File: src/sv/nearest_texel_sampler_srgb_macros.svh
// ----------------------------------------------------------------------------
// Assertion macros for the nearest texel sampler
// Clocked implication checks with asynchronous reset disable.
// ----------------------------------------------------------------------------
`ifndef NEAREST_TEXEL_SAMPLER_SRGB_MACROS_SVH
`define NEAREST_TEXEL_SAMPLER_SRGB_MACROS_SVH

// Same-cycle implication, checked at every rising edge out of reset.
`define NTS_ASSERT_SAME(label, clk, rstn, ante, cons) \
    label: assert property (@(posedge clk) disable iff (!rstn) (ante) |-> (cons)) \
        else $error("sampler check failed");

// Next-cycle implication, checked at every rising edge out of reset.
`define NTS_ASSERT_NEXT(label, clk, rstn, ante, cons) \
    label: assert property (@(posedge clk) disable iff (!rstn) (ante) |=> (cons)) \
        else $error("sampler check failed");

`endif

File: src/sv/nts_pkg.sv
// ----------------------------------------------------------------------------
// nts_pkg
// Shared constants, types and the sRGB decode table of the texel sampler.
// ----------------------------------------------------------------------------
package nts_pkg;

    localparam int MAX_SIDE      = 256;
    localparam int STORE_DEPTH   = 65536;
    localparam int OUT_FRAC_BITS = 16;

    localparam int SIDE_W   = $clog2(MAX_SIDE + 1);
    localparam int POS_W    = $clog2(MAX_SIDE);
    localparam int ADDR_W   = $clog2(STORE_DEPTH);
    localparam int CHAN_W   = 8;
    localparam int TEXEL_W  = 3 * CHAN_W;
    localparam int COORD_W  = 32;
    localparam int UNIT_W   = 17;
    localparam int PROD_W   = UNIT_W + SIDE_W;
    localparam int OUT_W    = OUT_FRAC_BITS + 1;
    localparam int LUT_DEPTH = 256;
    localparam int CFG_IDX_W = 2;

    localparam logic [UNIT_W-1:0] UNIT_ONE = UNIT_W'(1) << 16;
    localparam logic [OUT_W-1:0]  OUT_ONE  = OUT_W'(1) << OUT_FRAC_BITS;
    localparam logic [SIDE_W-1:0] SIDE_MAX = SIDE_W'(MAX_SIDE);

    // configuration register indexes
    localparam logic [CFG_IDX_W-1:0] REG_TEX_WIDTH  = CFG_IDX_W'(0);
    localparam logic [CFG_IDX_W-1:0] REG_TEX_HEIGHT = CFG_IDX_W'(1);

    // item opcodes
    localparam logic OP_WRITE  = 1'b0;
    localparam logic OP_SAMPLE = 1'b1;

    typedef struct packed {
        logic valid;
        logic magenta;
    } nts_ctl_t;

    typedef struct packed {
        logic s1;
        logic s2;
        logic s3;
    } nts_occ_t;

    typedef logic [OUT_W-1:0] decode_lut_t [LUT_DEPTH];

    // sRGB byte to linear Q1.OUT_FRAC_BITS, rounded to nearest, ties upward
    function automatic decode_lut_t build_decode_lut();
        decode_lut_t lut;
        longint      one;
        longint      num;
        real         s;
        real         r;
        one = longint'(1) << OUT_FRAC_BITS;
        for (int i = 0; i < LUT_DEPTH; i++)
        begin
            if (i * 100000 <= 4045 * 255)
            begin
                num    = longint'(i) * 10 * one;
                lut[i] = OUT_W'((2 * num + 32946) / 65892);
            end
            else
            begin
                s      = (1000.0 * i + 14025.0) / 269025.0;
                r      = $pow(s, 2.4) * real'(one);
                lut[i] = OUT_W'($rtoi($floor(r + 0.5)));
            end
        end
        return lut;
    endfunction

    localparam decode_lut_t DECODE_LUT = build_decode_lut();

endpackage

File: src/sv/nts_addr_gen.sv
// ----------------------------------------------------------------------------
// nts_addr_gen
// Three-stage texel address pipeline: clamp, scale, row-major index.
// ----------------------------------------------------------------------------
module nts_addr_gen
    import nts_pkg::*;
(
    input  logic                      clk,
    input  logic                      rst_n,
    input  logic                      sample_go,
    input  logic signed [COORD_W-1:0] coord_u,
    input  logic signed [COORD_W-1:0] coord_v,
    input  logic [SIDE_W-1:0]         tex_width,
    input  logic [SIDE_W-1:0]         tex_height,
    output nts_ctl_t                  idx_ctl,
    output logic [ADDR_W-1:0]         idx,
    output nts_occ_t                  occ
);

    nts_ctl_t            ctl1_reg, ctl1_next;
    nts_ctl_t            ctl2_reg, ctl2_next;
    nts_ctl_t            ctl3_reg, ctl3_next;
    logic [UNIT_W-1:0]   u_reg, u_next;
    logic [UNIT_W-1:0]   v_reg, v_next;
    logic [POS_W-1:0]    x_reg, x_next;
    logic [POS_W-1:0]    y_reg, y_next;
    logic [ADDR_W-1:0]   idx_reg, idx_next;
    logic [PROD_W-1:0]   prod_x;
    logic [PROD_W-1:0]   prod_y;
    logic [SIDE_W:0]     scaled_x;
    logic [SIDE_W:0]     scaled_y;
    logic [SIDE_W-1:0]   last_x;
    logic [SIDE_W-1:0]   last_y;
    logic [UNIT_W-1:0]   v_clamp;
    logic [PROD_W-1:0]   row_base;

    // clamp a signed Q15.16 coordinate to zero..one
    function automatic logic [UNIT_W-1:0] clamp_unit(input logic signed [COORD_W-1:0] c);
        logic [UNIT_W-1:0] res;
        if (c[COORD_W-1])
        begin
            res = '0;
        end
        else if (c[COORD_W-2:0] > (COORD_W-1)'(UNIT_ONE))
        begin
            res = UNIT_ONE;
        end
        else
        begin
            res = c[UNIT_W-1:0];
        end
        return res;
    endfunction

    always_comb
    begin
        ctl1_next.valid   = sample_go;
        ctl1_next.magenta = (tex_width == '0) || (tex_height == '0);
        v_clamp           = clamp_unit(coord_v);
        u_next            = sample_go ? clamp_unit(coord_u) : u_reg;
        v_next            = sample_go ? (UNIT_ONE - v_clamp) : v_reg;
    end

    always_comb
    begin
        prod_x    = PROD_W'(u_reg) * PROD_W'(tex_width);
        prod_y    = PROD_W'(v_reg) * PROD_W'(tex_height);
        scaled_x  = prod_x[PROD_W-1:16];
        scaled_y  = prod_y[PROD_W-1:16];
        last_x    = tex_width - SIDE_W'(1);
        last_y    = tex_height - SIDE_W'(1);
        ctl2_next = ctl1_reg;
        x_next    = (scaled_x > (SIDE_W + 1)'(last_x)) ? last_x[POS_W-1:0]
                                                       : scaled_x[POS_W-1:0];
        y_next    = (scaled_y > (SIDE_W + 1)'(last_y)) ? last_y[POS_W-1:0]
                                                       : scaled_y[POS_W-1:0];
    end

    always_comb
    begin
        row_base  = PROD_W'(y_reg) * PROD_W'(tex_width);
        idx_next  = row_base[ADDR_W-1:0] + ADDR_W'(x_reg);
        ctl3_next = ctl2_reg;
    end

    always_ff @(posedge clk or negedge rst_n)
    begin
        if (!rst_n)
        begin
            ctl1_reg <= '0;
            ctl2_reg <= '0;
            ctl3_reg <= '0;
        end
        else
        begin
            ctl1_reg <= ctl1_next;
            ctl2_reg <= ctl2_next;
            ctl3_reg <= ctl3_next;
        end
    end

    always_ff @(posedge clk)
    begin
        u_reg   <= u_next;
        v_reg   <= v_next;
        x_reg   <= x_next;
        y_reg   <= y_next;
        idx_reg <= idx_next;
    end

    assign idx_ctl = ctl3_reg;
    assign idx     = idx_reg;
    assign occ     = '{s1: ctl1_reg.valid, s2: ctl2_reg.valid, s3: ctl3_reg.valid};

endmodule

File: config.mk
export PLATFORM = sky130hd
export DESIGN_NAME = nts_addr_gen
export DESIGN_NICKNAME = d
export VERILOG_FILES = /design/src/sv/nearest_texel_sampler_srgb_macros.svh /design/src/sv/nts_pkg.sv /design/src/sv/nts_addr_gen.sv
export SDC_FILE = /design/constraint.sdc
export NUM_CORES = 1
export LEC_CHECK = 0
export ABC_AREA = 1
export BUFFER_PORTS_ARGS = -buffer_cell sky130_fd_sc_hd__buf_4
export CAP_MARGIN = 20
export CORE_ASPECT_RATIO = 0.8
export CORE_MARGIN = 4
export CORE_UTILIZATION = 69
export DETAILED_ROUTE_END_ITERATION = 10
export GPL_TIMING_DRIVEN = 0
export PLACE_DENSITY = 0.95
export SYNTH_ARGS = -nofsm -noshare
export SYNTH_HDL_FRONTEND = slang
export SYNTH_SLANG_ARGS = --single-unit
File: constraint.sdc
create_clock -name clk -period 10.4 [get_ports clk]
set_input_delay 2.08 -clock clk [delete_from_list [all_inputs] [get_ports clk]]
set_output_delay 2.08 -clock clk [all_outputs]
set_load 0.05 [all_outputs]
==> out/metrics.yaml, run 1 <==
cts_setup_buffers: 0
fin_crit_sh_pct: 81.9
status: "finished, final reports clean"
post-place-cells: 2564
clk_path_buf_depth: 2
power_w: 0.00589
ys_types: 56
p_clk_share_pct: 5.6
reg2reg_to: "x_reg[2]"
track_usage_pct: 32.8
rsz0062_at_grt: "no"
worstRegToRegCells: 31
area.sequential_sq_um: 1810
io_buffer_count: 91
multi_input_area_sq_um: 11500
drc_errors: 0
pin_count: 106
fmax_ghz: 0.117
synthCells: 2167
vias_per_cell: 5.43
crit_arrival_ps: 8740
antenna_left: 0
cts_root_buffer: "clkbuf_16"
nets: 2754
clk_latency_ps: 340
synthAdderAreaFrac_pct: 43.2
layout_common_cells: "inv_1, nand2_1, fa_1, ha_1, nor2_1"
ir_drop_v: 0.000414
synth_top_family_by_area: "adder cells"
crit_start: "tex_width[5]"
crit_top_cell: "nand2_1"
place_hpwl_microns: 33300
combPwrFrac_pct: 86.7
rows: 49
fp.dieW_microns: 179
place_ws_ps: 1740
synth_compound_area_share_pct: 5.23
synth_area_sq_um: 16100
drt-total-wl_microns: 40900
cts_resized: 0
drt_pass1_iterations: 6
report.final.slew_viol_count: 0
antenna_cells: 0
worstSetupEndpoint: "x_reg[2]"
start_util_pct: 70.9
path_max_fanout: 10
fin_ws_ps: 1880
endpoint_kind: "flop"
synth-seq-cells: 72
max_slew.worst_pin.slew_ps: 834
die_area_sq_um: 25800
post_drt_wl_per_cell_microns: 15.8
p_sw_w: 0.00330
cp.required_ps: 10620
ys_top_cells_by_area: "fa_1, inv_1, nand2_1"
setup-tns-final_ps: 0
cp-start-kind: "primary input"
clock-sinks: 72
min_period_ps: 8520
synth_seq_area_share_pct: 11.3
first_global_vias: 14500
layout_commonest_cell: "inv_1"
muxShareOfSynthArea_pct: 0
post_route_cells_drive_above_1_share_pct: 7.52
power_density_nw_per_um2: 337
p_int_w: 0.00258
finalSetupViolCount: 0
core-area_sq_um: 22700
synthSimpleGateAreaFrac_pct: 20.0
cts_tree: "yes"
vias: 14000
grt_pass1_wl_microns: 67300
swShare_pct: 56.1
die_h_microns: 145
slowest_delay_ps: 660
finalClockSkew_ps: 9.13
slew_headroom_pct: 44.4
reg2reg_slack_ps: 4050
yosysTopAreaCell: "fa_1"
power.leakage_nw: 10.7
cts_buffers: 9
max_cap_violations: 0
clk_pin_slew_ps: 50
h-tree-depth: 3
nFillCells: 1569
stdcell_count: 2580
hold_violations: 0
seqPwrFrac_pct: 7.6
antenna_found_initial: 0
yosysTopAreaCellShare_pct: 32.2
grt.overflow.total: 0
drt_iter0_markers: 1399
avgSynthCellArea_sq_um: 7.43
worstReg2RegStart: "u_reg[2]"
worstSetupPathType: "in2reg"
grt_max_degree: 36
areaGrowthSynthToFinish_pct: 8.60
cts_hold_repair.buffers: 0
synth-xor-area-share_pct: 2.82
yosys_warnings: 0
cp_slowest_cell: "clkbuf_1"
syn_nets: 2652
hold_path_class: "reg2reg"
gp_congestion: 0.954
[layout make-up]
| class | count | share of cell area, % |
|---|---|---|
| Timing Repair Buffer | 91 | 3.91 |
| Buffer | 95 | 2.44 |
| Inverter | 636 | 13.7 |
| Sequential cell | 72 | 10.4 |
| Tap cell | 306 | 2.19 |
| Clock buffer | 12 | 1.53 |
| Clock inverter | 4 | 0.286 |
| Multi-Input combinational cell | 1364 | 65.6 |
[through the flow]
stage	cell area (sq um)	util (%)	hold slack, ps
after detailed placement	17200	75.6	348
after global routing	17500	77.0	363
after global placement	17200	75.6	332
after floorplan	16100	-	331
final	17500	77.0	353
after CTS	17500	77.0	360
[metal layers]
| metal | track usage, % | vias up | routed length, microns | part of all wire [%] |
|---|---|---|---|---|
| li1 | - | 6462 | - | - |
| met1 | 42.9 | 6528 | 15900 | 39 |
| met2 | 54.2 | 858 | 18700 | 46 |
| met3 | 7.61 | 151 | 4920 | 12 |
| met4 | 11.6 | 0 | 1320 | 3.2 |
| met5 | 0 | - | 0 | 0 |
[power groups by stage]
| stage | clock, W | sequential (W) | combinational, W |
|---|---|---|---|
| 4_1_cts | 0.000335 | 0.000450 | 0.00503 |
| 5_1_grt | 0.000351 | 0.000454 | 0.00578 |
| 3_3_place_gp | 0 | 0.000452 | 0.00467 |
| 6_report | 0.000332 | 0.000450 | 0.00510 |
| 2_1_floorplan | 0 | 0.000565 | 0.00375 |
| 3_5_place_dp | 0 | 0.000455 | 0.00498 |
[synthesized netlist by cell type, drive strengths merged]
master / number
a211oi: 2
a21boi: 4
a21o: 11
a21oi: 51
a221oi: 1
a31oi: 4
and2: 2
buf: 31
clkbuf: 64
clkinv: 1
dfrtp: 6
dfxtp: 32
edfxtp: 34
fa: 259
ha: 141
inv: 635
nand2: 564
nand3: 46
nand3b: 3
nand4: 17
nor2: 116
nor3: 16
nor4: 8
o2111ai: 4
o211ai: 5
o21a: 1
o21ai: 39
o21bai: 12
o31a: 1
o31ai: 1
o41ai: 1
or2: 2
or3: 2
xnor2: 14
xor2: 37
[worst max-delay path: cells and delay by family]
kind | cells | cell delay [ps]
and+or+nand+nor | 9 | 770
adders and majority gates | 6 | 2740
buffers and inverters | 7 | 1600
xor gates and xnor gates | 1 | 160
AOI/OAI and AO/OA | 8 | 1370
[how the worst min path moves through the flow]
stage                     start     endpoint  slack [ps]  cells after the start
floorplan           ctl1_reg[0]  ctl2_reg[0]         330                      0
global placement    ctl1_reg[0]  ctl2_reg[0]         330                      0
detailed placement  ctl2_reg[0]   idx_ctl[0]         350                      0
CTS                 ctl2_reg[0]   idx_ctl[0]         360                      0
global route        ctl1_reg[0]  ctl2_reg[0]         360                      0
finish              ctl2_reg[0]   idx_ctl[0]         350                      0
[logic make-up after synthesis]
kind of cell,count (synthesis)
simple gates,776
buf+inv,731
fa+ha+maj,400
compound gates,137
flops,72
xor+xnor,51
No activity file was read; power rests on OpenSTA's default activity.
==> run 2: changes to the inputs <==
Settings changed: CORE_UTILIZATION 69 to 64, PLACE_DENSITY 0.95 to 0.93.
Clock period 10.4 ns to 8.1 ns, I/O delays scaled along.
==> out/metrics.yaml, run 2 (synthesized netlist as in run 1, its figures left out) <==
crit_arrival_ps: 7980  # -760 ps
crit_start: "tex_width[2]"
cts_buffers: 9  # unchanged
worstSetupPathDepth: 32  # +3.2%
antenna_left: 0  # unchanged
h-tree-depth: 3  # unchanged
clk_pin_slew_ps: 60  # about the same
die_h_microns: 150  # +3.6%
worstSetupPathType: "in2reg"
antenna_cells: 0  # unchanged
critPathTopFamily: "adder cells"
drt-total-wl_microns: 39900  # -2.3%
layout_commonest_cell: "inv_1"
areaGrowthSynthToFinish_pct: 8.83
first_global_vias: 14700  # +0.97%
fp.dieW_microns: 185  # +3.7%
reg2reg_slack_ps: 1790  # -2260 ps
post_drt_wl_per_cell_microns: 15.4  # -2.8%
hold_path_class: "reg2reg"
grt_max_degree: 36  # unchanged
fin_crit_sh_pct: 95.6
clk_path_buf_depth: 2  # unchanged
status: "finished, final reports clean"
max_cap_violations: 0  # unchanged
slowest_delay_ps: 620  # -40 ps
clk_latency_ps: 340  # about the same
power_density_nw_per_um2: 432  # +28%
core-area_sq_um: 24600  # +8.3%
cp.required_ps: 8330  # -2290 ps
clock-sinks: 72  # unchanged
fin_ws_ps: 355  # -1520 ps
antenna_found_initial: 0  # unchanged
finalSetupViolCount: 0  # unchanged
cts_hold_repair.buffers: 0  # unchanged
place_hpwl_microns: 32800  # -1.5%
die_area_sq_um: 27800  # +7.4%
power.leakage_nw: 10.8  # +0.50%
worstSetupEndpoint: "x_reg[4]"
place_ws_ps: -189  # -1920 ps
post-route-util_pct: 71.3  # -5.8 points
drc_errors: 0  # unchanged
min_period_ps: 7740
vias_per_cell: 5.33  # -1.7%
max_slew.worst_pin.slew_ps: 752  # -82.3 ps
ir_drop_v: 0.000514  # +24%
fmax_ghz: 0.129
pin_count: 106  # unchanged
cp-start-kind: "primary input"
vias: 13800  # -1.3%
cts_root_buffer: "clkbuf_16"
finalClockSkew_ps: 3.50  # -5.63 ps
track_usage_pct: 30.2  # -2.6 points
hold_violations: 0  # unchanged
worst-path-buf-inv: 7  # unchanged
rsz0062_at_grt: "no"
worstReg2RegStart: "u_reg[2]"
grt_pass1_wl_microns: 67700  # +0.55%
start_util_pct: 65.5  # -5.4 points
slew_headroom_pct: 49.9  # +5.5 points
reg2reg_to: "x_reg[4]"
post_route_cells_drive_above_1_share_pct: 8.36  # +0.84 points
setup-tns-final_ps: 0  # unchanged
path_max_fanout: 10  # unchanged
worstRegToRegCells: 31  # unchanged
cts_setup_buffers: 0  # unchanged
endpoint_kind: "flop"
rows: 51  # +4.1%
cp_slowest_cell: "buf_1"
drt_iter0_markers: 1229  # -12%
crit_top_cell: "nand2_1"
layout_common_cells: "inv_1, nand2_1, fa_1, ha_1, nor2_1"
io_buffer_count: 91  # unchanged
report.final.slew_viol_count: 0  # unchanged
grt.overflow.total: 0  # unchanged
drt_pass1_iterations: 8  # +2
cts_tree: "yes"
power_w: 0.00757  # +29%
gp_congestion: 0.986  # +3.4%
nets: 2753  # -0.036%
==> run 2: cell types whose count changed in the layout (fill, tap and decap cells not counted) <==
cell	before	now
clkbuf_2	0	18
clkbuf_8	1	0
inv_4	2	1
clkbuf_16	10	9
clkinv_2	1	2
bufinv_16	1	2
buf_1	15	6
clkinv_4	1	3
clkbuf_1	65	54
==> run 2: worst min path at each step <==
stage	from	end	slack, ps	depth (start not counted)
final	ctl1_reg[0]	ctl2_reg[0]	350	0
after floorplan	ctl1_reg[0]	ctl2_reg[0]	330	0
after global placement	ctl2_reg[0]	idx_ctl[0]	330	0
after CTS	ctl1_reg[0]	ctl2_reg[0]	350	0
after global routing	ctl1_reg[0]	ctl2_reg[0]	350	0
after detailed placement	ctl1_reg[0]	ctl2_reg[0]	340	0
==> run 2: repair_timing <==
item,CTS,global route
gates resized for setup,0,27
hold endpoints to repair,0,0
setup endpoints to repair,0,16
==> run 2: area by class of cell <==
class / count / area, sq um
plain buffers: 94 / 445
clock buffers: 9 / 225
clock inverters: 7 / 96.3
fillers: 1846 / 7060
inverters: 636 / 2390
multi-input cells: 1364 / 11500
flip-flops and latches: 72 / 1810
well taps: 318 / 398
repair buffers: 91 / 683
==> run 2: where the power goes <==
part	switching (W)	leakage (nW)	internal, W
combinational	0.00407	9.95	0.00249
clock	0.000163	0.159	0.000270
sequential	0.0000258	0.670	0.000549
total	0.00426	10.8	0.00331
==> run 2: worst register-to-register path: cells and delay by family, from the launching register on <==
family / cells / cell delay (ps)
AO/OA/AOI/OAI: 6 / 1050
adder cells (fa/ha/maj): 6 / 2660
buffers and inverters: 6 / 840
flip-flops: 1 / 320
AND/OR/NAND/NOR: 13 / 1340
==> run 2: through the flow <==
stage	area, sq um	std cells	hold slack (ps)
2_1_floorplan	16100	2167	331
6_report	17500	2591	349
4_1_cts	17500	2592	354
3_3_place_gp	17200	2576	332
3_5_place_dp	17200	2576	342
5_1_grt	17500	2591	352
==> run 2: metal layers <==
metal | share of wire, % | global-route usage, % | vias up
met1 | 40 | 39.5 | 6461
li1 | - | - | 6470
met5 | 0 | 0 | -
met4 | 2.9 | 9.65 | 0
met2 | 46 | 49.8 | 761
met3 | 11 | 7.51 | 121
==> run 3: changes to the inputs <==
Settings changed: CTS_CLUSTER_SIZE set to 12, PLACE_DENSITY 0.93 to 0.84.
==> out/metrics.yaml, run 3 (synthesized netlist as in run 1, its figures left out) <==
status: "finished, final reports clean"
worstSetupEndpoint: "y_reg[0]"
power_density_nw_per_um2: 422  # -2.5%
fp.dieW_microns: 185  # unchanged
core-area_sq_um: 24600  # unchanged
post_dp_cell_area_sq_um: 17200  # unchanged
worstRegToRegCells: 31  # unchanged
cp.required_ps: 8340  # about the same
grt_pass1_wl_microns: 65000  # -4.0%
post_route_cells_drive_above_1_share_pct: 8.22  # -0.14 points
vias: 13500  # -2.2%
clk_pin_slew_ps: 50  # about the same
finalSetupViolCount: 0  # unchanged
drt_iter0_markers: 1036  # -16%
cts_tree: "yes"
hold_violations: 0  # unchanged
endpoint_kind: "flop"
reg2reg_slack_ps: 1850  # +60 ps
rows: 51  # unchanged
fin_ws_ps: 431  # +76.1 ps
min_period_ps: 7670  # -76.1 ps
place_ws_ps: -152  # +36.9 ps
slowest_delay_ps: 610  # about the same
final_area_sq_um: 17500  # -0.17%
power.leakage_nw: 10.8  # -0.20%
pin_count: 106  # unchanged
crit_arrival_ps: 7910  # -70 ps
crit_top_cell: "nand2_1"
first_global_vias: 13900  # -5.4%
drt_pass1_iterations: 6  # -2
layout_commonest_cell: "inv_1"
setup-tns-final_ps: 0  # unchanged
cts_buffers: 9  # unchanged
gp_congestion: 0.934  # -5.4%
worstSetupPathType: "in2reg"
report.final.slew_viol_count: 0  # unchanged
die_h_microns: 150  # unchanged
finalClockSkew_ps: 7.92  # +4.42 ps
antenna_left: 0  # unchanged
post_drt_wl_per_cell_microns: 14.7  # -4.7%
vias_per_cell: 5.21  # -2.2%
fmax_ghz: 0.130  # +0.99%
layout_common_cells: "inv_1, nand2_1, fa_1, ha_1, nor2_1"
reg2reg_to: "x_reg[2]"
rsz0062_at_grt: "no"
track_usage_pct: 29.2  # -1.1 points
drt-total-wl_microns: 38100  # -4.6%
fin_crit_sh_pct: 94.7  # -0.94 points
post-route-util_pct: 71.2  # -0.12 points
cp-start-kind: "primary input"
ir_drop_v: 0.000481  # -6.3%
areaGrowthSynthToFinish_pct: 8.65
antenna_cells: 0  # unchanged
antenna_found_initial: 0  # unchanged
clock-sinks: 72  # unchanged
worstReg2RegStart: "u_reg[11]"
grt.overflow.total: 0  # unchanged
max_slew.worst_pin.slew_ps: 832  # +79.6 ps
clk_latency_ps: 360  # +20 ps
path_max_fanout: 10  # unchanged
slew_headroom_pct: 44.6  # -5.3 points
h-tree-depth: 3  # unchanged
place_hpwl_microns: 31700  # -3.2%
cp_slowest_cell: "clkbuf_1"
io_buffer_count: 91  # unchanged
crit_start: "tex_height[8]"
grt_max_degree: 36  # unchanged
cts_root_buffer: "clkbuf_16"
nets: 2754  # +0.036%
holdWs_ps: 348  # -1.63 ps
clk_path_buf_depth: 2  # unchanged
start_util_pct: 65.5  # unchanged
hold_path_class: "reg2reg"
die_area_sq_um: 27800  # unchanged
max_cap_violations: 0  # unchanged
drc_errors: 0  # unchanged
cts_hold_repair.buffers: 0  # unchanged
-- run 3: changes by cell type in the layout (fill, tap and decap cells not counted) --
cell	previous run	this run
clkbuf_2	18	17
clkbuf_1	54	57
bufinv_16	2	1
clkinv_4	3	1
clkinvlp_4	0	1
clkinv_1	1	2
-- run 3: layout make-up --
class	instances	area [sq um]
flip-flops and latches	72	1810
fillers	1967	7090
well taps	318	398
multi-input cells	1364	11500
repair buffers	91	683
clock inverters	6	60.1
inverters	636	2390
clock buffers	10	229
plain buffers	95	448
-- run 3: worst min path at each step --
stage           startpoint     endpoint  slack [ps]  depth (start not counted)
2_1_floorplan  ctl1_reg[0]  ctl2_reg[0]         330                          0
3_3_place_gp   ctl2_reg[0]   idx_ctl[0]         340                          0
3_5_place_dp   ctl1_reg[0]  ctl2_reg[0]         340                          0
4_1_cts        ctl1_reg[0]  ctl2_reg[0]         350                          0
5_1_grt        ctl1_reg[0]  ctl2_reg[0]         350                          0
6_report       ctl1_reg[0]  ctl2_reg[0]         350                          0
-- run 3: worst max-delay path: cells and delay by family --
| kind | cells | cell delay [ps] |
|---|---|---|
| AND/OR/NAND/NOR | 9 | 770 |
| AO/OA/AOI/OAI | 9 | 1210 |
| adder cells (fa/ha/maj) | 6 | 2750 |
| buffers and inverters | 7 | 1520 |
-- run 3: per-stage QoR --
stage / std cells / power, W
after detailed placement: 2576 / 0.00688
after CTS: 2592 / 0.00733
final: 2592 / 0.00737
after global placement: 2576 / 0.00665
after global routing: 2592 / 0.00835
after floorplan: 2167 / 0.00554
-- run 3: report_power, final --
part	leakage, nW	internal [W]	switching (W)
sequential	0.670	0.000549	0.0000255
clock	0.140	0.000237	0.000160
combinational	9.95	0.00247	0.00393
-- run 3: repair_timing --
action                                  4_1_cts  5_1_grt
endpoints found under the setup margin        0       16
buffers inserted                              0        0
resized for setup                             0       25
-- run 3: layer usage --
| metal | track usage [%] | routed length (microns) | vias to the layer above |
|---|---|---|---|
| li1 | - | - | 6464 |
| met1 | 40.8 | 16400 | 6376 |
| met2 | 45.8 | 17000 | 619 |
| met3 | 7.78 | 4110 | 55 |
| met4 | 7.04 | 591 | 0 |
| met5 | 0 | 0 | - |
